## config.mk

```make
export PLATFORM = sky130hd
export DESIGN_NAME = prl_round
export DESIGN_NICKNAME = d
export VERILOG_FILES = /design/src/rtl/prl_pkg.sv /design/src/rtl/prl_round.sv
export SDC_FILE = /design/constraint.sdc
export NUM_CORES = 1
export LEC_CHECK = 0
export ABC_AREA = 1
export BUFFER_PORTS_ARGS = -buffer_cell sky130_fd_sc_hd__clkbuf_2
export CAP_MARGIN = 0
export CORE_ASPECT_RATIO = 2
export CORE_MARGIN = 10
export CORE_UTILIZATION = 59
export CTS_CLUSTER_SIZE = 24
export DETAILED_ROUTE_END_ITERATION = 10
export GPL_TIMING_DRIVEN = 0
export PLACE_DENSITY = 0.88
export SYNTH_ARGS = -nofsm -noshare
export SYNTH_HDL_FRONTEND = slang
export SYNTH_SLANG_ARGS = --single-unit
```

## constraint.sdc

```tcl
create_clock -name clock -period 8.5 [get_ports clock]
set_clock_uncertainty 0.1 [all_clocks]
set_input_delay 0.85 -clock clock [delete_from_list [all_inputs] [get_ports clock]]
set_output_delay 0.85 -clock clock [all_outputs]
set_load 0.02 [all_outputs]
```

## src/rtl/prl_pkg.sv

```systemverilog
package prl_pkg;

   localparam int COORD_BITS = 16;
   localparam int FRAC_BITS  = 16;
   localparam int OUT_BITS   = 34;

   localparam int DIFF_BITS  = COORD_BITS + 1;
   localparam int TWICE_BITS = COORD_BITS + 2;
   localparam int PROD_BITS  = 2 * DIFF_BITS;
   localparam int DOT_BITS   = PROD_BITS + 1;
   localparam int DEN_BITS   = 2 * COORD_BITS + 1;
   localparam int TERM_BITS  = TWICE_BITS + DOT_BITS;
   localparam int NUM_BITS   = TERM_BITS + 1;
   localparam int SHIFT_BITS = NUM_BITS + FRAC_BITS;
   localparam int QUO_BITS   = OUT_BITS + 1;
   localparam int MAG_BITS   = (SHIFT_BITS > QUO_BITS) ? SHIFT_BITS : QUO_BITS + 1;
   localparam int TOP_BITS   = MAG_BITS - QUO_BITS;
   localparam int CMP_BITS   = (TOP_BITS > DEN_BITS) ? TOP_BITS : DEN_BITS;

   localparam int FRONT_STAGES = 6;

   localparam int CSR_INDEX_BITS = 2;
   localparam logic [CSR_INDEX_BITS-1:0] CSR_LINE_AX = 2'd0;
   localparam logic [CSR_INDEX_BITS-1:0] CSR_LINE_AY = 2'd1;
   localparam logic [CSR_INDEX_BITS-1:0] CSR_LINE_BX = 2'd2;
   localparam logic [CSR_INDEX_BITS-1:0] CSR_LINE_BY = 2'd3;

   typedef logic signed [COORD_BITS-1:0] coord_type;

   typedef struct packed {
      coord_type ax;
      coord_type ay;
      coord_type bx;
      coord_type by;
   } line_type;

   typedef struct packed {
      logic [DEN_BITS-1:0] rem;
      logic [QUO_BITS-1:0] low;
      logic [QUO_BITS-1:0] quo;
      logic                neg;
      logic                ovf;
   } lane_type;

   typedef struct packed {
      lane_type            x;
      lane_type            y;
      logic [DEN_BITS-1:0] den;
      logic                deg;
   } div_type;

   // one restoring step: brings down the next numerator bit
   function automatic lane_type div_step(lane_type a, logic [DEN_BITS-1:0] den);
      lane_type          r;
      logic [DEN_BITS:0] part;
      logic [DEN_BITS:0] diff;
      r    = a;
      part = {a.rem, a.low[QUO_BITS-1]};
      diff = part - {1'b0, den};
      r.low = {a.low[QUO_BITS-2:0], 1'b0};
      if (part >= {1'b0, den}) begin
         r.rem = diff[DEN_BITS-1:0];
         r.quo = {a.quo[QUO_BITS-2:0], 1'b1};
      end else begin
         r.rem = part[DEN_BITS-1:0];
         r.quo = {a.quo[QUO_BITS-2:0], 1'b0};
      end
      return r;
   endfunction

   // quotient too large for the cell chain when the top part already reaches den
   function automatic lane_type lane_init(logic [MAG_BITS-1:0] mag, logic neg,
                                          logic [DEN_BITS-1:0] den);
      lane_type            r;
      logic [TOP_BITS-1:0] top;
      top   = mag[MAG_BITS-1:QUO_BITS];
      r.neg = neg;
      r.ovf = CMP_BITS'(top) >= CMP_BITS'(den);
      r.rem = r.ovf ? '0 : DEN_BITS'(top);
      r.low = mag[QUO_BITS-1:0];
      r.quo = '0;
      return r;
   endfunction

endpackage

```

## src/rtl/prl_round.sv

```systemverilog
module prl_round (
   input  logic                                clock,
   input  logic                                reset,
   input  logic                                up_valid,
   output logic                                up_ready,
   input  prl_pkg::div_type                    up_data,
   output logic                                rsp_valid,
   input  logic                                rsp_stall,
   output logic signed [prl_pkg::OUT_BITS-1:0] rsp_mirror_x,
   output logic signed [prl_pkg::OUT_BITS-1:0] rsp_mirror_y,
   output logic                                rsp_degenerate
);

   localparam int RQ_BITS = prl_pkg::QUO_BITS + 1;

   function automatic logic [RQ_BITS-1:0] round_lane(prl_pkg::lane_type a,
                                                     logic [prl_pkg::DEN_BITS-1:0] den);
      logic up;
      up = {a.rem, 1'b0} >= {1'b0, den};
      return RQ_BITS'(a.quo) + RQ_BITS'(up);
   endfunction

   function automatic logic [prl_pkg::OUT_BITS-1:0] sat_lane(logic [RQ_BITS-1:0] q,
                                                             logic neg, logic ovf);
      logic [RQ_BITS-1:0]           lim;
      logic [RQ_BITS-1:0]           mag;
      logic [prl_pkg::OUT_BITS-1:0] low;
      lim = neg ? (RQ_BITS'(1) << (prl_pkg::OUT_BITS - 1))
                : (RQ_BITS'(1) << (prl_pkg::OUT_BITS - 1)) - RQ_BITS'(1);
      mag = (ovf || q > lim) ? lim : q;
      low = mag[prl_pkg::OUT_BITS-1:0];
      return neg ? (~low + prl_pkg::OUT_BITS'(1)) : low;
   endfunction

   logic               r_valid_ff;
   logic [RQ_BITS-1:0] rqx_ff, rqy_ff;
   logic               negx_ff, negy_ff, ovfx_ff, ovfy_ff, deg_ff;
   logic               out_ready, r_ready;

   logic                                rsp_valid_ff;
   logic signed [prl_pkg::OUT_BITS-1:0] mirror_x_ff, mirror_y_ff;
   logic                                degenerate_ff;

   assign out_ready = !rsp_valid_ff || !rsp_stall;
   assign r_ready   = !r_valid_ff || out_ready;
   assign up_ready  = r_ready;

   always_ff @(posedge clock) begin
      if (reset) begin
         r_valid_ff   <= 1'b0;
         rsp_valid_ff <= 1'b0;
      end else begin
         if (r_ready) begin
            r_valid_ff <= up_valid;
         end
         if (out_ready) begin
            rsp_valid_ff <= r_valid_ff;
         end
      end
   end

   always_ff @(posedge clock) begin
      if (r_ready) begin
         rqx_ff  <= round_lane(up_data.x, up_data.den);
         rqy_ff  <= round_lane(up_data.y, up_data.den);
         negx_ff <= up_data.x.neg;
         negy_ff <= up_data.y.neg;
         ovfx_ff <= up_data.x.ovf;
         ovfy_ff <= up_data.y.ovf;
         deg_ff  <= up_data.deg;
      end
      if (out_ready) begin
         mirror_x_ff   <= sat_lane(rqx_ff, negx_ff, ovfx_ff);
         mirror_y_ff   <= sat_lane(rqy_ff, negy_ff, ovfy_ff);
         degenerate_ff <= deg_ff;
      end
   end

   assign rsp_valid      = rsp_valid_ff;
   assign rsp_mirror_x   = mirror_x_ff;
   assign rsp_mirror_y   = mirror_y_ff;
   assign rsp_degenerate = degenerate_ff;

endmodule

```

; Yosys cells after proc, flatten, opt, wreduce, memory -nomap -nowiden
; Cells that the tools add are included.
[classes]
addsub = 4
mul = 0
div = 0
n_lt_le_gt_ge = 4
n_eq_ne = 0
shift = 0
mux = 6
bitwise_logic = 2
n_reduce_logical = 7
[op_table]
columns = operator, count
row1 = two-way mux 34 bit, 6
row2 = adder 35 x 1 -> 36 bit, 2
row3 = > comparator 36 x 34 -> 1 bit, 2
row4 = "adder 34 x 1 -> 34 bit, second input constant", 2
row5 = greater-or-equal comparator 34 x 33 -> 1 bit, 2
row6 = inverter 34 bit, 2
row7 = logical OR 1 bit, 4
row8 = logical NOT 1 bit, 3
[totals]
reg_bits = 148
latch_bits = 0
ramBits = 0
mem_bits_ro = 0
in_bits = 248
out_inout_bits = 71
word_cells = 35
n_memories = 0

; Logic depth before layout (Yosys ltp)
[logic_depth]
ltp_word = 7
mapped_depth = 29
ltp_nobuf = 26

; Worst setup path after synthesis
; No wires, ideal clock.
[synth_path]
kind = reg-to-reg
start = register negx_ff
end = register mirror_x_ff, in the netlist rsp_mirror_x[24], data pin
arrival_ns = 4.012
t_required_ns = 8.151
path_slack_ns = 4.139
path_stages_with_launch = 28
cell_sequence = edfxtp_1 inv_1 clkbuf_1 ha_1 a21oi_1 nand3_1 a21oi_1 nand2_1 nor2_1 nand2_2 nand2_4 nand2_2 nand2_2 buf_6 buf_2 buf_2 o21ai_0 inv_1 ha_1 nand2_1 nor2_4 nand2_1 nand2_1 nand2_1 nor2_1 nand2_1 nand2_1 inv_1
[synth_via]
elab_chain_len = 7
[synth_rtl]
columns = item, line_no
row1 = from (decl), prl_round.sv:37  ; logic negx_ff, negy_ff, ovfx_ff, ovfy_ff, deg_ff;
row2 = from (signal assigned), prl_round.sv:66  ; negx_ff <= up_data.x.neg;
row3 = two-way mux 34 bit, prl_round.sv:28  ; lim = neg ? (RQ_BITS'(1) << (prl_pkg::OUT_BITS - 1))
row4 = > comparator 36 x 34 -> 1 bit, prl_round.sv:30  ; mag = (ovf || q > lim) ? lim : q;
row5 = logical OR 1 bit, prl_round.sv:30
row6 = two-way mux 34 bit, prl_round.sv:30
row7 = inverter 34 bit, prl_round.sv:32  ; return neg ? (~low + prl_pkg::OUT_BITS'(1)) : low;
row8 = adder 34 x 1 -> 34 bit, prl_round.sv:32
row9 = two-way mux 34 bit (*), prl_round.sv:32
row10 = to (signal assigned), prl_round.sv:73  ; mirror_x_ff <= sat_lane(rqx_ff, negx_ff, ovfx_ff);
row11 = to (decl), prl_round.sv:41  ; logic signed [prl_pkg::OUT_BITS-1:0] mirror_x_ff, mirror_y_ff;
; Mark *: on every way between the ends. The rest lies on a longest branch, timed or not.
; A chain may end at the register's enable or synchronous reset.

; Final worst setup path
[layout_path]
start = register negx_ff
end = register mirror_x_ff, in the netlist rsp_mirror_x[32], data pin
; Same word-level chain as after synthesis.

==> results.sh <==
export IMPL_status="completed"
export IMPL_synth_edf_count=146
export IMPL_synth_nets=1949
export IMPL_grt_max_degree=71
export IMPL_ir_worst_vdd_uv=118
export IMPL_crit_fanout=27
export IMPL_clkSlewWorstSetupHoldPaths_ps=70
export IMPL_drive_gt1_share_pct=20.7
export IMPL_total_power_mw=2.27
export IMPL_cp_startpoint="negx_ff"
export IMPL_die_h_um=225
export IMPL_post_cts_buffers=0
export IMPL_whs_ps=348
export IMPL_synth_top_family_by_area="simple AND/OR/NAND/NOR gates"
export IMPL_yosys_area_share_xor_xnor_pct=4.22
export IMPL_synthFlopType="edfxtp_1"
export IMPL_setup_ws_ps=2240
export IMPL_clock_path_buffers=2
export IMPL_p_clk_share_pct=33.4
export IMPL_netlist_area_um2=12500
export IMPL_viasPerCell=5.56
export IMPL_ff_latch_area_um2=4420
export IMPL_clk_latency_ps=450
export IMPL_cts_tree="done"
export IMPL_cts_htree_levels=4
export IMPL_path_common_cell="nand2_1"
export IMPL_wl_per_cell_um=18.7
export IMPL_drt_iter0_drc=757
export IMPL_cts_root_buffer_cell="clkbuf_16"
export IMPL_start_util_pct=59.5
export IMPL_clkSinkCount=148
export IMPL_cpPeakStageDelay_ps=650
export IMPL_tns_ps=0
export IMPL_yosysWarnings=0
export IMPL_nets=2217
export IMPL_area_growth_pct=17.9
export IMPL_slew_viol_final=0
export IMPL_die_w_um=123
export IMPL_min_from="deg_ff"
export IMPL_core_um2=20900
export IMPL_syn_avg_cell_area_um2=7.97
export IMPL_criticalPathCategory="flop to flop"
export IMPL_cts_resized=0
export IMPL_fin_crit_sh_pct=73.6
export IMPL_p_sw_share_pct=33.1
export IMPL_rr_worst_depth=28
export IMPL_synth_top_area_share_pct=35.2
export IMPL_synth_simple_area_share_pct=31.1
export IMPL_finalWirelength_um=39600
export IMPL_ys_types=52
export IMPL_dpl_worst_slack_ps=1950
export IMPL_rsz0062_at_grt="no"
export IMPL_rows=75
export IMPL_arrival_ps=6360
export IMPL_grt_pass1_wl_um=61300
export IMPL_ys_top_cells_by_area="edfxtp_1 35%, ha_1 14%, nand2_1 11%"
export IMPL_crit_path_top_delay_cell="clkbuf_1"
export IMPL_fillers=1720
export IMPL_multi_input_area_um2=7090
export IMPL_dr_pass1_iters=8
export IMPL_fin_crit_ps=6260
export IMPL_synth_seq_cells=148
export IMPL_synthAdderAreaFrac_pct=13.9
export IMPL_setup_viol=0
export IMPL_port_buffers=247
export IMPL_grt_ovfl_total=0
export IMPL_p_switching_mw=0.751
export IMPL_max_cap_violations=0
export IMPL_numCtsBuffers=17
export IMPL_first_global_vias=12400
export IMPL_slew_limit_headroom_pct=16.8
export IMPL_hold_viol=0
export IMPL_worst_setup_path_start_kind="flop"
export IMPL_synth_top_area_cell="edfxtp_1"
export IMPL_worst_slew_pin_slew_ps=1250
export IMPL_p_comb_share_pct=26.4
export IMPL_synth_compound_area_share_pct=7.60
export IMPL_worstHoldPathCells=0
export IMPL_ios=319
export IMPL_die_area_um2=27700
export IMPL_r2r_start="negx_ff"
export IMPL_synth_cells=1563
export IMPL_track_usage_pct=28.7
export IMPL_critPathRequiredTime_ps=8600
export IMPL_async_flop_share_pct=0
export IMPL_p_seq_share_pct=40.2
export IMPL_grt_antenna_before_repair=2
export IMPL_seq_area_frac_synth_pct=35.5
export IMPL_via_count=11800
export IMPL_p_int_mw=1.52
export IMPL_drc=0
export IMPL_hp_class="flop to flop"
export IMPL_gp_congestion=0.992
export IMPL_postRouteAntennaNets=0
export IMPL_worstSetupEndpointType="flop"
export IMPL_p_leak_nw=7.29
export IMPL_hold_buffers=0
export IMPL_post_dp_hpwl_um=33400
export IMPL_postLayoutCoreUtil_pct=70.1
export IMPL_power_density_nw_per_um2=154
export IMPL_clock_fmax_mhz=160
export IMPL_muxShareOfSynthArea_pct=0
metal layers:
metal,routed length [um],global-route usage (%),vias to the layer above,share of wire [%]
li1,-,-,5839,-
met2,21800,54.9,418,55
met4,3490,23.6,0,8.8
met5,0,0,-,0
met3,1960,5.17,150,4.9
met1,12400,24.2,5357,31
cells by family after synthesis:
logic type,Yosys count
fa+ha+maj,138
xor+xnor,60
flops,148
compound gates,166
buf+inv,235
simple gates,816
critical path: cells and delay by family, from the launching register on:
family                   cells  cell delay (ps)
AO/OA/AOI/OAI                3              670
adder cells (fa/ha/maj)      2              560
buffers and inverters        7             2050
flip-flops                   1              610
AND/OR/NAND/NOR             16             2010
power groups by stage:
stage / clock network (mW) / logic (mW) / registers, mW
3_3_place_gp: 0 / 0.570 / 0.925
4_1_cts: 0.762 / 0.594 / 0.912
5_1_grt: 0.787 / 0.668 / 0.917
2_1_floorplan: 0 / 0.331 / 0.968
3_5_place_dp: 0 / 0.589 / 0.927
6_report: 0.758 / 0.599 / 0.910
worst paths after layout:
kind / endpoint / slack, ps
setup / recovery: rsp_mirror_x[32] / 2240
hold / removal: rsp_degenerate / 350
setup reg to reg: rsp_mirror_x[32] / 2240
hold reg to reg: rsp_degenerate / 350
placed cells by master, fill, tap and decap left out, drive strengths merged, types with 2 or more instances in the layout:
cell type and count:
nand3b 7, clkbuf 269, a211oi 2, clkinvlp 3, nor3 12, diode 2, dfxtp 2, bufinv 2
o211ai 4, xnor2 18, xor2 42, a221oi 2, edfxtp 146, inv 206, a21boi 3, nor4b 2
o22a 2, o21bai 3, a21o 4, o21ai 71, nand3 202, ha 138, o221ai 3, buf 31
nand4 29, o21a 9, clkinv 5, nand2 393, a21oi 58, nor4 8, nor2 160, nor3b 2
cell type report:
type / count / area share [%]
Tap cell: 269 / 2.29
Antenna cell: 2 / 0.0341
Clock buffer: 17 / 2.90
Clock inverter: 15 / 1.04
Sequential cell: 148 / 30.1
Inverter: 201 / 5.14
Timing Repair Buffer: 249 / 8.75
Buffer: 34 / 1.41
Multi-Input combinational cell: 1180 / 48.3
synth_stat cells, types with 4 or more instances:
cell        n
nand2_1   375
inv_1     199
nand3_1   188
edfxtp_1  146
ha_1      138
nor2_1    130
a21oi_1    57
o21ai_0    56
xor2_1     42
nand4_1    23
nor2_2     18
xnor2_1    18
nand3_2    14
nand2_2    13
o21ai_1    13
nor2_4     12
buf_1       9
buf_2       9
nor3_1      9
o21a_1      9
buf_6       7
nand3b_1    7
nor4_1      6
clkbuf_1    5
nand2_4     5
a21o_1      4
buf_4       4
nand4_2     4
o211ai_1    4
stage by stage:
step	instance area, um2	cells
after floorplan	12500	1563
after global placement	14000	2079
after detailed placement	14100	2080
after CTS	14600	2112
after global routing	14700	2115
final	14700	2115
flip-flops by register name (all words and copies together), names as in the netlist, 34 cells and up:
| register | flops |
|---|---|
| rqy_ff | 36 |
| rqx_ff | 36 |
| rsp_mirror_x | 34 |
| rsp_mirror_y | 34 |
Power figures use the tool's default switching activity.
