$ cat config.mk
export PLATFORM = sky130hd
export DESIGN_NAME = prl_div_cell
export DESIGN_NICKNAME = d
export VERILOG_FILES = /design/src/rtl/prl_pkg.sv /design/src/rtl/prl_div_cell.sv
export SDC_FILE = /design/constraint.sdc
export NUM_CORES = 1
export LEC_CHECK = 0
export ABC_CLOCK_PERIOD_IN_PS = 13100
export BUFFER_PORTS_ARGS = -buffer_cell sky130_fd_sc_hd__buf_2
export CORE_AREA = 8 8 188 190
export DETAILED_ROUTE_END_ITERATION = 8
export DIE_AREA = 0 0 196 198
export PLACE_DENSITY_LB_ADDON = 0.05
export SLEW_MARGIN = 20
export SYNTH_ARGS = -nofsm -noshare
export SYNTH_HDL_FRONTEND = slang
export SYNTH_SLANG_ARGS = --single-unit
$ cat constraint.sdc
create_clock -name clock -period 13.1 [get_ports clock]
set_clock_uncertainty 0.05 [all_clocks]
set_input_delay 2.62 -clock clock [delete_from_list [all_inputs] [get_ports clock]]
set_output_delay 2.62 -clock clock [all_outputs]
set_load 0.05 [all_outputs]
$ cat src/rtl/prl_pkg.sv
package prl_pkg;

   localparam int COORD_BITS = 16;
   localparam int FRAC_BITS  = 16;
   localparam int OUT_BITS   = 34;

   localparam int DIFF_BITS  = COORD_BITS + 1;
   localparam int TWICE_BITS = COORD_BITS + 2;
   localparam int PROD_BITS  = 2 * DIFF_BITS;
   localparam int DOT_BITS   = PROD_BITS + 1;
   localparam int DEN_BITS   = 2 * COORD_BITS + 1;
   localparam int TERM_BITS  = TWICE_BITS + DOT_BITS;
   localparam int NUM_BITS   = TERM_BITS + 1;
   localparam int SHIFT_BITS = NUM_BITS + FRAC_BITS;
   localparam int QUO_BITS   = OUT_BITS + 1;
   localparam int MAG_BITS   = (SHIFT_BITS > QUO_BITS) ? SHIFT_BITS : QUO_BITS + 1;
   localparam int TOP_BITS   = MAG_BITS - QUO_BITS;
   localparam int CMP_BITS   = (TOP_BITS > DEN_BITS) ? TOP_BITS : DEN_BITS;

   localparam int FRONT_STAGES = 6;

   localparam int CSR_INDEX_BITS = 2;
   localparam logic [CSR_INDEX_BITS-1:0] CSR_LINE_AX = 2'd0;
   localparam logic [CSR_INDEX_BITS-1:0] CSR_LINE_AY = 2'd1;
   localparam logic [CSR_INDEX_BITS-1:0] CSR_LINE_BX = 2'd2;
   localparam logic [CSR_INDEX_BITS-1:0] CSR_LINE_BY = 2'd3;

   typedef logic signed [COORD_BITS-1:0] coord_type;

   typedef struct packed {
      coord_type ax;
      coord_type ay;
      coord_type bx;
      coord_type by;
   } line_type;

   typedef struct packed {
      logic [DEN_BITS-1:0] rem;
      logic [QUO_BITS-1:0] low;
      logic [QUO_BITS-1:0] quo;
      logic                neg;
      logic                ovf;
   } lane_type;

   typedef struct packed {
      lane_type            x;
      lane_type            y;
      logic [DEN_BITS-1:0] den;
      logic                deg;
   } div_type;

   // one restoring step: brings down the next numerator bit
   function automatic lane_type div_step(lane_type a, logic [DEN_BITS-1:0] den);
      lane_type          r;
      logic [DEN_BITS:0] part;
      logic [DEN_BITS:0] diff;
      r    = a;
      part = {a.rem, a.low[QUO_BITS-1]};
      diff = part - {1'b0, den};
      r.low = {a.low[QUO_BITS-2:0], 1'b0};
      if (part >= {1'b0, den}) begin
         r.rem = diff[DEN_BITS-1:0];
         r.quo = {a.quo[QUO_BITS-2:0], 1'b1};
      end else begin
         r.rem = part[DEN_BITS-1:0];
         r.quo = {a.quo[QUO_BITS-2:0], 1'b0};
      end
      return r;
   endfunction

   // quotient too large for the cell chain when the top part already reaches den
   function automatic lane_type lane_init(logic [MAG_BITS-1:0] mag, logic neg,
                                          logic [DEN_BITS-1:0] den);
      lane_type            r;
      logic [TOP_BITS-1:0] top;
      top   = mag[MAG_BITS-1:QUO_BITS];
      r.neg = neg;
      r.ovf = CMP_BITS'(top) >= CMP_BITS'(den);
      r.rem = r.ovf ? '0 : DEN_BITS'(top);
      r.low = mag[QUO_BITS-1:0];
      r.quo = '0;
      return r;
   endfunction

endpackage

$ cat src/rtl/prl_div_cell.sv
module prl_div_cell (
   input  logic              clock,
   input  logic              reset,
   input  logic              up_valid,
   output logic              up_ready,
   input  prl_pkg::div_type  up_data,
   output logic              dn_valid,
   input  logic              dn_ready,
   output prl_pkg::div_type  dn_data
);

   logic             valid_ff;
   prl_pkg::div_type data_in, data_ff;

   assign up_ready = !valid_ff || dn_ready;

   always_comb begin
      data_in   = up_data;
      data_in.x = prl_pkg::div_step(up_data.x, up_data.den);
      data_in.y = prl_pkg::div_step(up_data.y, up_data.den);
   end

   always_ff @(posedge clock) begin
      if (reset) begin
         valid_ff <= 1'b0;
      end else if (up_ready) begin
         valid_ff <= up_valid;
      end
   end

   always_ff @(posedge clock) begin
      if (up_ready) begin
         data_ff <= data_in;
      end
   end

   assign dn_valid = valid_ff;
   assign dn_data  = data_ff;

endmodule

# --- Word-level counts from Yosys, hierarchy flattened ---
# Index checks and enable logic that the tools add are counted.
totals:
  regBits: 243
  in_bits: 248
  output_inout_bits: 246
  elab_cells: 23
op_classes:
  addsub: 2
  magnitude_cmp: 2
  n_mux: 4
  reduce_logical: 2
op_table:
  columns: ["operator", "n"]
  rows:
  - [">= comparator 34 x 33 -> 1 bit", 2]
  - ["two-way mux 33 bit", 2]
  - ["subtractor 33 bit", 2]
  - ["two-way mux 1 bit", 2]
  - ["logical NOT 1 bit", 1]
  - ["logical OR 1 bit", 1]

# --- Logic depth before layout (Yosys ltp) ---
# Gate-level depths: netlist of run 1.
depth:
  word_depth: 2
  ltp_mapped: 15
  ltp_nobuf: 13

# --- Worst setup path after synthesis of run 1 ---
# OpenSTA, ideal clock, no wires.
synth_path:
  path_kind: "input to output"
  from: "input port dn_ready"
  to: "output port up_ready"
  arrival_ns: 8.780
  slack_ns: 1.650
  cell_stages: 1
  n_path_buf: 0
  path_cell_list: "nand2b_1"
synth_between:
  elab_chain_len: 1
synth_rtl:
  columns: ["item", "line_no", "source"]
  rows:
  - ["from (decl)", "prl_div_cell.sv:8", "input logic dn_ready,"]
  - ["logical OR 1 bit", "prl_div_cell.sv:15", "assign up_ready = !valid_ff || dn_ready;"]
  - ["to (decl)", "prl_div_cell.sv:5", "output logic up_ready,"]
# No other way between the ends.

# --- Worst setup path in the final report of run 1 ---
# Ends and elaborated chain as after synthesis.

==> reports/qor.yml, run 1 <==
status: "complete, no violations"
drt-wirelength-per-cell_microns: 23.4
synth_top_family_by_area: "compound AO/OA/AOI/OAI gates"
drtIter0Drc: 493
coreArea_sq_um: 32200
cap_violations: 0
fin_tns_setup_ns: 0
drive_above_1_share_pct: 42.3
clock_sinks: 243
synthMuxAreaShare_pct: 5.22
syn_area_sq_um: 12000
critPathLaunchType: "primary input"
synth-compound-area-share_pct: 12.7
num_rows: 66
yosys.area_share.simple_pct: 7.56
pre_cts_ws_ns: 6.48
worst_pin_slew_ns: 0.968
place_area_sq_um: 14900
path_class: "primary input to output pin"
synth_cell_types: 69
clockPowerShare_pct: 32.8
dieArea_sq_um: 38800
yosysSeqAreaShare_pct: 60.5
slew_viol_final: 0
nets: 1719
die_y_microns: 198
ctsHoldBuffers: 0
ant_nets: 0
cts_tree: "built"
clock_path_buffers: 3
post_cts_resized: 0
syn_area_per_cell_sq_um: 13.3
swShare_pct: 34.2
cp.arrival_ns: 3.55
p_per_area_nw_per_um2: 157
grt_max_degree: 63
clock_latency_ns: 0.56
rsz0062_at_grt: "false"
post_cts_buffers: 0
cp.required_ns: 10.43
htreeDepth: 1
seq_power_share_pct: 39.0
drt-pass1-iter-count: 4
crit_path_max_fanout: 29
vias_per_cell: 5.10
synth_edf_count: 242
p_leak_uw: 0.00719
cts-root-buf: "clkbuf_16"
path_common_cell: "buf_2"
synth-main-ff-cell: "edfxtp_1"
area_delta_synth_final_pct: 32.0
post-route-period-util_pct: 47.5
grt_usage_pct: 20.9
critical-path-max-stage-delay_ns: 0.43
pwr-share-comb_pct: 28.2
cts_made_buffers: 28
switchingPower_uw: 855
fin_cells: 1841
drc: 0
cp_slowest_cell: "nand2b_4"
grt_pass1_vias: 9496
synth_cells: 903
grt_pass1_wl_microns: 60900
p_int_uw: 1640
whs_ns: 0.949
gr-total-overflow: 0
wl_microns: 43000
routabilityCongestion: 0.870
dp_hpwl_microns: 35100
min_path_type: "register to register"
ys_ff_latch: 243
synthAdderAreaFrac_pct: 7.19
max_freq_mhz: 161
die_x_microns: 196
finalHoldViolCount: 0
setup_viol_count_final: 0
min_period_ns: 6.22
async_flop_share_pct: 0
ioPinCount: 494
routed-via-count: 9397
dp.cells: 1781
io_buffers: 489
yosysWarnings: 0
worstPathCellList: "buf_2 -> nand2b_4 -> buf_2"
ir_worst_vdd_mv: 0.171
synth_xor_area_share_pct: 3.49
max-slew-margin-rel_pct: 34.9
critPathCaptureType: "output pin"
timing.final.ws_setup_ns: 6.88
fin_area_sq_um: 15900
antenna_found_initial: 20
path_clk_slew_ns: 0.06
start_util_pct: 37.4
==> critical path, delay by kind of cell <==
kind | cells | cell delay, ns
AND/OR/NAND/NOR | 1 | 0.43
buffers and inverters | 2 | 0.45
==> Yosys cell counts (all sizes together) (4+ instances only) <==
master | number | share of area [%]
a31oi | 8 | 0.47
xor2 | 17 | 1.2
inv | 63 | 2.0
nor4 | 4 | 0.21
o31ai | 11 | 0.69
xnor2 | 31 | 2.3
nand4 | 12 | 0.62
mux2 | 48 | 5.1
a31o | 4 | 0.29
or2 | 6 | 0.31
and3 | 11 | 0.57
o31a | 5 | 0.51
edfxtp | 242 | 60
o21a | 11 | 0.69
a211oi | 8 | 0.54
nand2b | 5 | 0.26
nor2 | 47 | 1.6
a21boi | 5 | 0.31
ha | 66 | 6.9
nand2 | 39 | 1.2
nand3 | 20 | 0.83
o21ai | 35 | 1.5
nor3 | 16 | 0.67
buf | 8 | 0.70
nor2b | 7 | 0.36
o21bai | 6 | 0.37
a21oi | 60 | 2.5
clkbuf | 16 | 0.50
o211ai | 12 | 0.79
a21o | 34 | 2.1
==> cell type report <==
type	count	area [sq um]
Multi-Input combinational cell	574	4370
Fill cell	2958	16300
Sequential cell	243	7290
Inverter	63	244
Clock inverter	21	262
Antenna cell	9	22.5
Timing Repair Buffer	493	2480
Clock buffer	30	708
Tap cell	408	510
==> flip-flops by register name (all words and copies together) (netlist names) <==
| register | cells |
|---|---|
| dn_valid | 1 |
| dn_data | 242 |
==> metal layers <==
| metal | wire [microns] | share of wire, % | global-route usage [%] |
|---|---|---|---|
| met5 | 61 | 0.14 | 0 |
| met3 | 3120 | 7.3 | 5.64 |
| met4 | 1380 | 3.2 | 7.61 |
| met1 | 16200 | 38 | 23.0 |
| met2 | 22300 | 52 | 38.3 |
==> cell usage in the layout, fill, tap and decap left out, types with 6 or more instances in the layout <==
master / Yosys / final
nor2_1: 46 / 46
o21ai_0: 35 / 35
edfxtp_1: 242 / 242
o211ai_1: 11 / 11
nor2b_1: 7 / 7
clkbuf_16: 0 / 28
and3_1: 11 / 11
clkinv_1: 0 / 7
a31oi_1: 7 / 7
ha_1: 66 / 66
a211oi_1: 7 / 7
nand4_1: 12 / 12
mux2_2: 30 / 30
nand2_1: 39 / 39
diode_2: 0 / 9
nand3_1: 20 / 20
o31ai_1: 11 / 11
xnor2_1: 31 / 31
mux2_4: 18 / 18
nor3_1: 16 / 16
or2_2: 6 / 6
a21oi_1: 60 / 60
a21o_1: 34 / 34
inv_1: 61 / 61
o21a_1: 11 / 11
xor2_1: 17 / 17
buf_2: 1 / 489
o21bai_1: 6 / 6
==> worst paths after layout <==
kind,from,endpoint,slack (ns),cells past startpoint
worst max register to register,dn_valid,dn_data[60],9.81,4
worst min-delay path,dn_valid,dn_data[159],0.95,1
worst max-delay path,dn_ready,up_ready,6.88,3
worst min register to register,dn_valid,dn_data[159],0.95,1
==> per-stage QoR <==
| step | utilization, % | power [uW] |
|---|---|---|
| finish | 49.3 | 2500 |
| floorplan | - | 1510 |
| detailed placement | 46.2 | 1700 |
| global route | 49.3 | 2590 |
| CTS | 49.3 | 2530 |
| global placement | 46.2 | 1700 |
==> power groups by stage <==
stage               Combinational [uW]  Clock, uW  Sequential (uW)
global placement                   707          0              989
floorplan                          223          0             1290
global route                       746        865              982
CTS                                710        844              974
detailed placement                 707          0              990
finish                             704        820              974
==> logic make-up after synthesis <==
group / Yosys count
DFF: 243
AOI/OAI and AO/OA: 225
and+or+nand+nor: 181
buffers and inverters: 87
adders and majority gates: 68
muxes: 50
xor gates and xnor gates: 48
other: 1
Power figures use the tool's default switching activity.
==> inputs of run 2 (changes only) <==
--- a/config.mk
+++ b/config.mk
@@ -5,11 +5,11 @@
 export SDC_FILE = /design/constraint.sdc
 export NUM_CORES = 1
 export LEC_CHECK = 0
-export ABC_CLOCK_PERIOD_IN_PS = 13100
+export ABC_CLOCK_PERIOD_IN_PS = 5290
 export BUFFER_PORTS_ARGS = -buffer_cell sky130_fd_sc_hd__buf_2
-export CORE_AREA = 8 8 188 190
+export CORE_AREA = 8 8 185 187
 export DETAILED_ROUTE_END_ITERATION = 8
-export DIE_AREA = 0 0 196 198
+export DIE_AREA = 0 0 193 195
 export PLACE_DENSITY_LB_ADDON = 0.05
 export SLEW_MARGIN = 20
 export SYNTH_ARGS = -nofsm -noshare
==> constraint.sdc (replaced) <==
create_clock -name clock -period 5.29 [get_ports clock]
set_clock_uncertainty 0.05 [all_clocks]
set_input_delay 1.058 -clock clock [delete_from_list [all_inputs] [get_ports clock]]
set_output_delay 1.058 -clock clock [all_outputs]
set_load 0.05 [all_outputs]
==> run 2 against run 1 <==
Combinational power rose by 150%. Via count down 0.99%. Global-route usage is 0.39 points higher. Worst setup slack got worse by 5.6 ns. First-iteration DRC count grew 39%. Cell area about the same. Sequential cell count is the same. Routed wire length down 0.96%. Critical path type is now primary input to register. Largest power group unchanged.
==> reports/qor.yml, run 2 (synthesized netlist as in run 1, its figures left out) <==
post_cts_buffers: 0  # unchanged
drc: 0  # unchanged
p_per_area_nw_per_um2: 386  # +150%
area_delta_synth_final_pct: 32.0  # about the same
largest_reg_flops: 242  # unchanged
gr-total-overflow: 0  # unchanged
fin_cells: 1841  # unchanged
critPathBufInv: 4  # +2
min_period_ns: 4.05
max_freq_mhz: 247
path_clk_slew_ns: 0.06  # about the same
cts-root-buf: "clkbuf_16"
grt_max_degree: 150  # +140%
routabilityCongestion: 0.861  # -1.1%
crit_family: "compound AO/OA/AOI/OAI gates"
post_cts_resized: 0  # unchanged
setup_viol_count_final: 0  # unchanged
clock_sinks: 243  # unchanged
use_met1_pct: 23.7  # +0.74 points
cp.required_ns: 5.53  # -4.90 ns
critical-path-max-stage-delay_ns: 0.40  # -0.03 ns
max-slew-margin-rel_pct: 40.9  # +6.0 points
grt_pass1_vias: 9389  # -1.1%
path_common_cell: "inv_1"
clock_latency_ns: 0.53  # -0.03 ns
dieArea_sq_um: 37600  # -3.0%
drt-wirelength-per-cell_microns: 23.1  # -0.96%
nets: 1721  # +0.12%
cts_tree: "built"
use_met2_pct: 39.3  # +0.96 points
path_class: "primary input to register"
p_leak_uw: 0.00719  # about the same
final_common_cell: "buf_2"
finalHoldViolCount: 0  # unchanged
ioPinCount: 494  # unchanged
most-common-layout-cells: "489 x buf_2, 242 x edfxtp_1, 66 x ha_1"
critPathCaptureType: "register"
wl_microns: 42600  # -0.96%
die_x_microns: 193  # -1.5%
cp_slowest_cell: "fa_1"
start_util_pct: 38.5  # +1.2 points
vias_per_cell: 5.05  # -0.99%
worstPathCellList: "buf_2 -> inv_1 -> ha_1 -> inv_1 -> fa_1 -> a21o_1 -> a221o_1 -> a31oi_2 -> o2111ai_2 -> a211oi_2 -> o31a_4 -> o21a_1 -> buf_4 -> mux2_2"
dp_hpwl_microns: 34700  # -1.1%
rsz0062_at_grt: "false"
grt_pass1_wl_microns: 60100  # -1.3%
status: "complete, no violations"
num_rows: 65  # -1.5%
busiest_layer: "met2"
critPathLaunchType: "primary input"
crit_path_max_fanout: 6  # -79%
cap_violations: 0  # unchanged
fin_tns_setup_ns: 0  # unchanged
drive_above_1_share_pct: 42.3  # about the same
drtIter0Drc: 683  # +39%
routed-via-count: 9304  # -0.99%
cp.arrival_ns: 4.30  # +0.75 ns
htreeDepth: 1  # unchanged
coreArea_sq_um: 31200  # -3.0%
fill_cells: 2923  # -1.2%
slew_viol_final: 0  # unchanged
grt_use_met3_pct: 5.43  # -0.20 points
drt-pass1-iter-count: 5  # +1
worst_pin_slew_ns: 0.887  # -0.0806 ns
cts_made_buffers: 28  # unchanged
min_path_type: "primary input to register"
die_y_microns: 195  # -1.5%
ctsHoldBuffers: 0  # unchanged
ir_worst_vdd_mv: 0.228  # +34%
post-route-period-util_pct: 76.6
dp.cells: 1777  # -0.22%
antenna_found_initial: 16  # -20%
ant_nets: 0  # unchanged
grt_usage_pct: 21.3  # +0.39 points
clock_path_buffers: 3  # unchanged
io_buffers: 489  # unchanged
-- run 2: worst paths after layout --
check / startpoint / endpoint / slack (ns) / depth (start not counted)
worst min register to register: dn_valid / dn_data[223] / 0.93 / 1
worst min-delay path: reset / dn_valid / 0.62 / 2
worst max-delay path: up_data[210] / dn_data[212] / 1.24 / 14
worst max register to register: dn_valid / dn_data[115] / 3.30 / 2
-- run 2: routing by layer --
metal / share of wire, % / up-vias
li1: - / 4479
met1: 38 / 4455
met2: 52 / 307
met3: 8.1 / 57
met4: 1.9 / 6
met5: 0.092 / -
-- run 2: final cells by class --
class / count / area (sq um) / area share, %
diodes: 12 / 30.0 / 0.189
clock buffers: 35 / 748 / 4.71
clock inverters: 17 / 195 / 1.23
inverters: 63 / 244 / 1.54
multi-input cells: 574 / 4370 / 27.5
flip-flops and latches: 243 / 7290 / 45.9
well taps: 402 / 503 / 3.17
repair buffers: 495 / 2500 / 15.8
-- run 2: power by group --
| part | switching (uW) | total (uW) | leakage (uW) | internal [uW] |
|---|---|---|---|---|
| sequential | 54.4 | 2420 | 0.00251 | 2360 |
| clock | 774 | 1970 | 0.000442 | 1200 |
| combinational | 1250 | 1740 | 0.00423 | 494 |
-- run 2: through the flow --
step / utilization (%) / cell area [sq um] / power, uW / setup WS [ns] / hold WS (ns)
6_report: 50.9 / 15900 / 6130 / 1.24 / 0.619
5_1_grt: 50.8 / 15900 / 6380 / 1.11 / 0.610
4_1_cts: 50.8 / 15900 / 6200 / 1.21 / 0.597
3_5_place_dp: 47.7 / 14900 / 4210 / 0.635 / 0.936
3_3_place_gp: 47.7 / 14900 / 4200 / 0.657 / 0.951
2_1_floorplan: - / 12000 / 3730 / 1.18 / 1.08
==> inputs of run 3 (changes only) <==
--- a/config.mk
+++ b/config.mk
@@ -5,7 +5,7 @@
 export SDC_FILE = /design/constraint.sdc
 export NUM_CORES = 1
 export LEC_CHECK = 0
-export ABC_CLOCK_PERIOD_IN_PS = 5290
+export ABC_CLOCK_PERIOD_IN_PS = 3700
 export BUFFER_PORTS_ARGS = -buffer_cell sky130_fd_sc_hd__buf_2
 export CORE_AREA = 8 8 185 187
 export DETAILED_ROUTE_END_ITERATION = 8
==> constraint.sdc (replaced) <==
create_clock -name clock -period 3.7 [get_ports clock]
set_clock_uncertainty 0.05 [all_clocks]
set_input_delay 0.74 -clock clock [delete_from_list [all_inputs] [get_ports clock]]
set_output_delay 0.74 -clock clock [all_outputs]
set_load 0.05 [all_outputs]
==> run 3 against run 2 <==
Final cell count up 4.9%. Worst setup slack worse by 1.1 ns. Sequential cell count unchanged. Via count up 3.6%. Sequential power up 43%. Power up 45%. Global-route usage up 0.56 points. Register-to-register slack worse by 1.4 ns. Combinational power up 51%. Non-clock buffer count up 97. Critical path depth up 1. Count of clock-buffer cells in the layout down 4. Largest power group unchanged.
==> reports/qor.yml, run 3 (synthesized netlist as in run 1, its figures left out) <==
max_freq_mhz: 281
worst_pin_slew_ns: 0.953  # +0.0659 ns
p_int_uw: 5890  # +45%
cts-root-buf: "clkbuf_16"
clockPowerShare_pct: 31.7  # -0.4 points
clock_path_buffers: 3  # unchanged
swShare_pct: 33.9  # +0.041 points
routed-via-count: 9643  # +3.6%
coreArea_sq_um: 31200  # unchanged
fill_cells: 2861  # -2.1%
crit_family: "compound AO/OA/AOI/OAI gates"
crit_path_max_fanout: 6  # unchanged
drc: 0  # unchanged
clock_sinks: 243  # unchanged
ctsHoldBuffers: 0  # unchanged
critPathLaunchType: "primary input"
p_leak_uw: 0.00769  # +7.0%
min_period_ns: 3.55
drt-wirelength-per-cell_microns: 22.4  # -3.0%
reg2reg_slack_ns: 1.94  # -1.36 ns
die_y_microns: 195  # unchanged
wl_microns: 43400  # +1.8%
setup_viol_count_final: 0  # unchanged
critical-path-max-stage-delay_ns: 0.42  # +0.02 ns
vias_per_cell: 4.99  # -1.2%
slew_viol_final: 0  # unchanged
switchingPower_uw: 3020  # +46%
fin_area_sq_um: 16700  # +4.9%
critPathCaptureType: "register"
grt_pass1_vias: 9801  # +4.4%
final_common_cell: "buf_2"
grt_max_degree: 166  # +11%
p_per_area_nw_per_um2: 535  # +39%
drt-pass1-iter-count: 4  # -1
nets: 1818  # +5.6%
most-common-layout-cells: "489 x buf_2, 242 x edfxtp_1, 100 x buf_4"
fin_tns_setup_ns: 0  # unchanged
start_util_pct: 38.5  # unchanged
status: "complete, no violations"
routabilityCongestion: 0.870  # +1.1%
crit_cells: 15  # +1
drtIter0Drc: 412  # -40%
critPathCapture: "dn_data[212]"
rsz0062_at_grt: "false"
dp_hpwl_microns: 35500  # +2.1%
htreeDepth: 1  # unchanged
cp_slowest_cell: "a221o_1"
max-slew-margin-rel_pct: 36.5  # -4.4 points
cap_violations: 0  # unchanged
grt_pass1_wl_microns: 61800  # +2.8%
num_rows: 65  # unchanged
post-route-period-util_pct: 96.1
min_path_type: "primary input to register"
place_area_sq_um: 15700  # +5.3%
r2r_cells: 2  # unchanged
gr-total-overflow: 0  # unchanged
critPathBufInv: 5  # +1
timing.rr.end: "dn_data[166]"
drive_above_1_share_pct: 46.5  # +4.2 points
ant_nets: 0  # unchanged
seq_power_share_pct: 38.9  # -0.6 points
r2r_start: "dn_valid"
cts_tree: "built"
largest_reg_flops: 242  # unchanged
cts_made_buffers: 28  # unchanged
ir_worst_vdd_mv: 0.368  # +61%
dieArea_sq_um: 37600  # unchanged
path_class: "primary input to register"
pwr-share-comb_pct: 29.4  # +1.0 points
die_x_microns: 193  # unchanged
cp.arrival_ns: 3.81  # -0.49 ns
worstPathCellList: "buf_2 -> inv_12 -> ha_4 -> inv_2 -> fa_2 -> a21o_1 -> a221o_1 -> a31oi_4 -> o2111ai_2 -> a211oi_2 -> o31a_4 -> o21a_1 -> buf_12 -> buf_4 -> mux2_2"
io_buffers: 489  # unchanged
grt_usage_pct: 21.9  # +0.56 points
cp.required_ns: 3.95  # -1.58 ns
ioPinCount: 494  # unchanged
power_uw: 8910  # +45%
area_delta_synth_final_pct: 38.5
path_clk_slew_ns: 0.07  # about the same
finalHoldViolCount: 0  # unchanged
antenna_found_initial: 15  # -1
clock_latency_ns: 0.54  # about the same
crit_start: "up_data[210]"
==> run 3: cell count changes in the layout (fill, tap and decap cells not counted), moves of 2 or more <==
cell        delta
buf_12         +2
buf_4         +95
clkbuf_1       -4
clkinv_2       +4
clkinvlp_4     -4
diode_2        -3
inv_1          -2
==> run 3: area by class of cell <==
cell class / instances / area [sq um] / area share [%]
diodes: 9 / 22.5 / 0.135
clock buffers: 31 / 733 / 4.40
clock inverters: 18 / 199 / 1.19
inverters: 63 / 259 / 1.55
multi-input cells: 574 / 4400 / 26.4
flip-flops and latches: 243 / 7290 / 43.7
well taps: 402 / 503 / 3.02
repair buffers: 592 / 3260 / 19.6
==> run 3: routing by layer <==
layer	part of all wire (%)	up-vias	track usage, %
met4	2.0	8	5.90
met3	7.7	60	5.35
met1	39	4593	25.1
li1	-	4665	-
met5	0.12	-	0
met2	52	317	39.8
==> run 3: power groups by stage <==
stage,Combinational (uW),Clock [uW],Sequential (uW)
floorplan,794,0,4540
CTS,2640,2900,3470
global placement,2620,0,3520
detailed placement,2630,0,3520
global route,2780,3000,3490
finish,2620,2830,3470
==> run 3: timing repair <==
item                                   in CTS  in global routing
setup endpoints to repair                   0                  3
resized for setup                           0                  2
setup buffers                               0                  0
endpoints found under the hold margin       0                  0
==> run 3: metrics by stage <==
step / util (%) / hold WS (ns) / worst slack (ns) / instances
2_1_floorplan: - / 0.759 / -0.0358 / 904
3_3_place_gp: 50.3 / 0.858 / -0.503 / 1874
3_5_place_dp: 50.3 / 0.860 / -0.549 / 1874
4_1_cts: 53.2 / 0.286 / 0.0362 / 1923
5_1_grt: 53.3 / 0.295 / 0.0439 / 1929
6_report: 53.4 / 0.307 / 0.145 / 1932
==> run 3: worst min path at each step <==
stage / start / endpoint / slack [ns] / depth (start not counted)
after global routing: up_data[54] / dn_data[55] / 0.29 / 1
after floorplan: reset / dn_valid / 0.76 / 1
after detailed placement: reset / dn_valid / 0.86 / 2
after global placement: reset / dn_valid / 0.86 / 2
after CTS: reset / dn_valid / 0.29 / 2
final: reset / dn_valid / 0.31 / 2
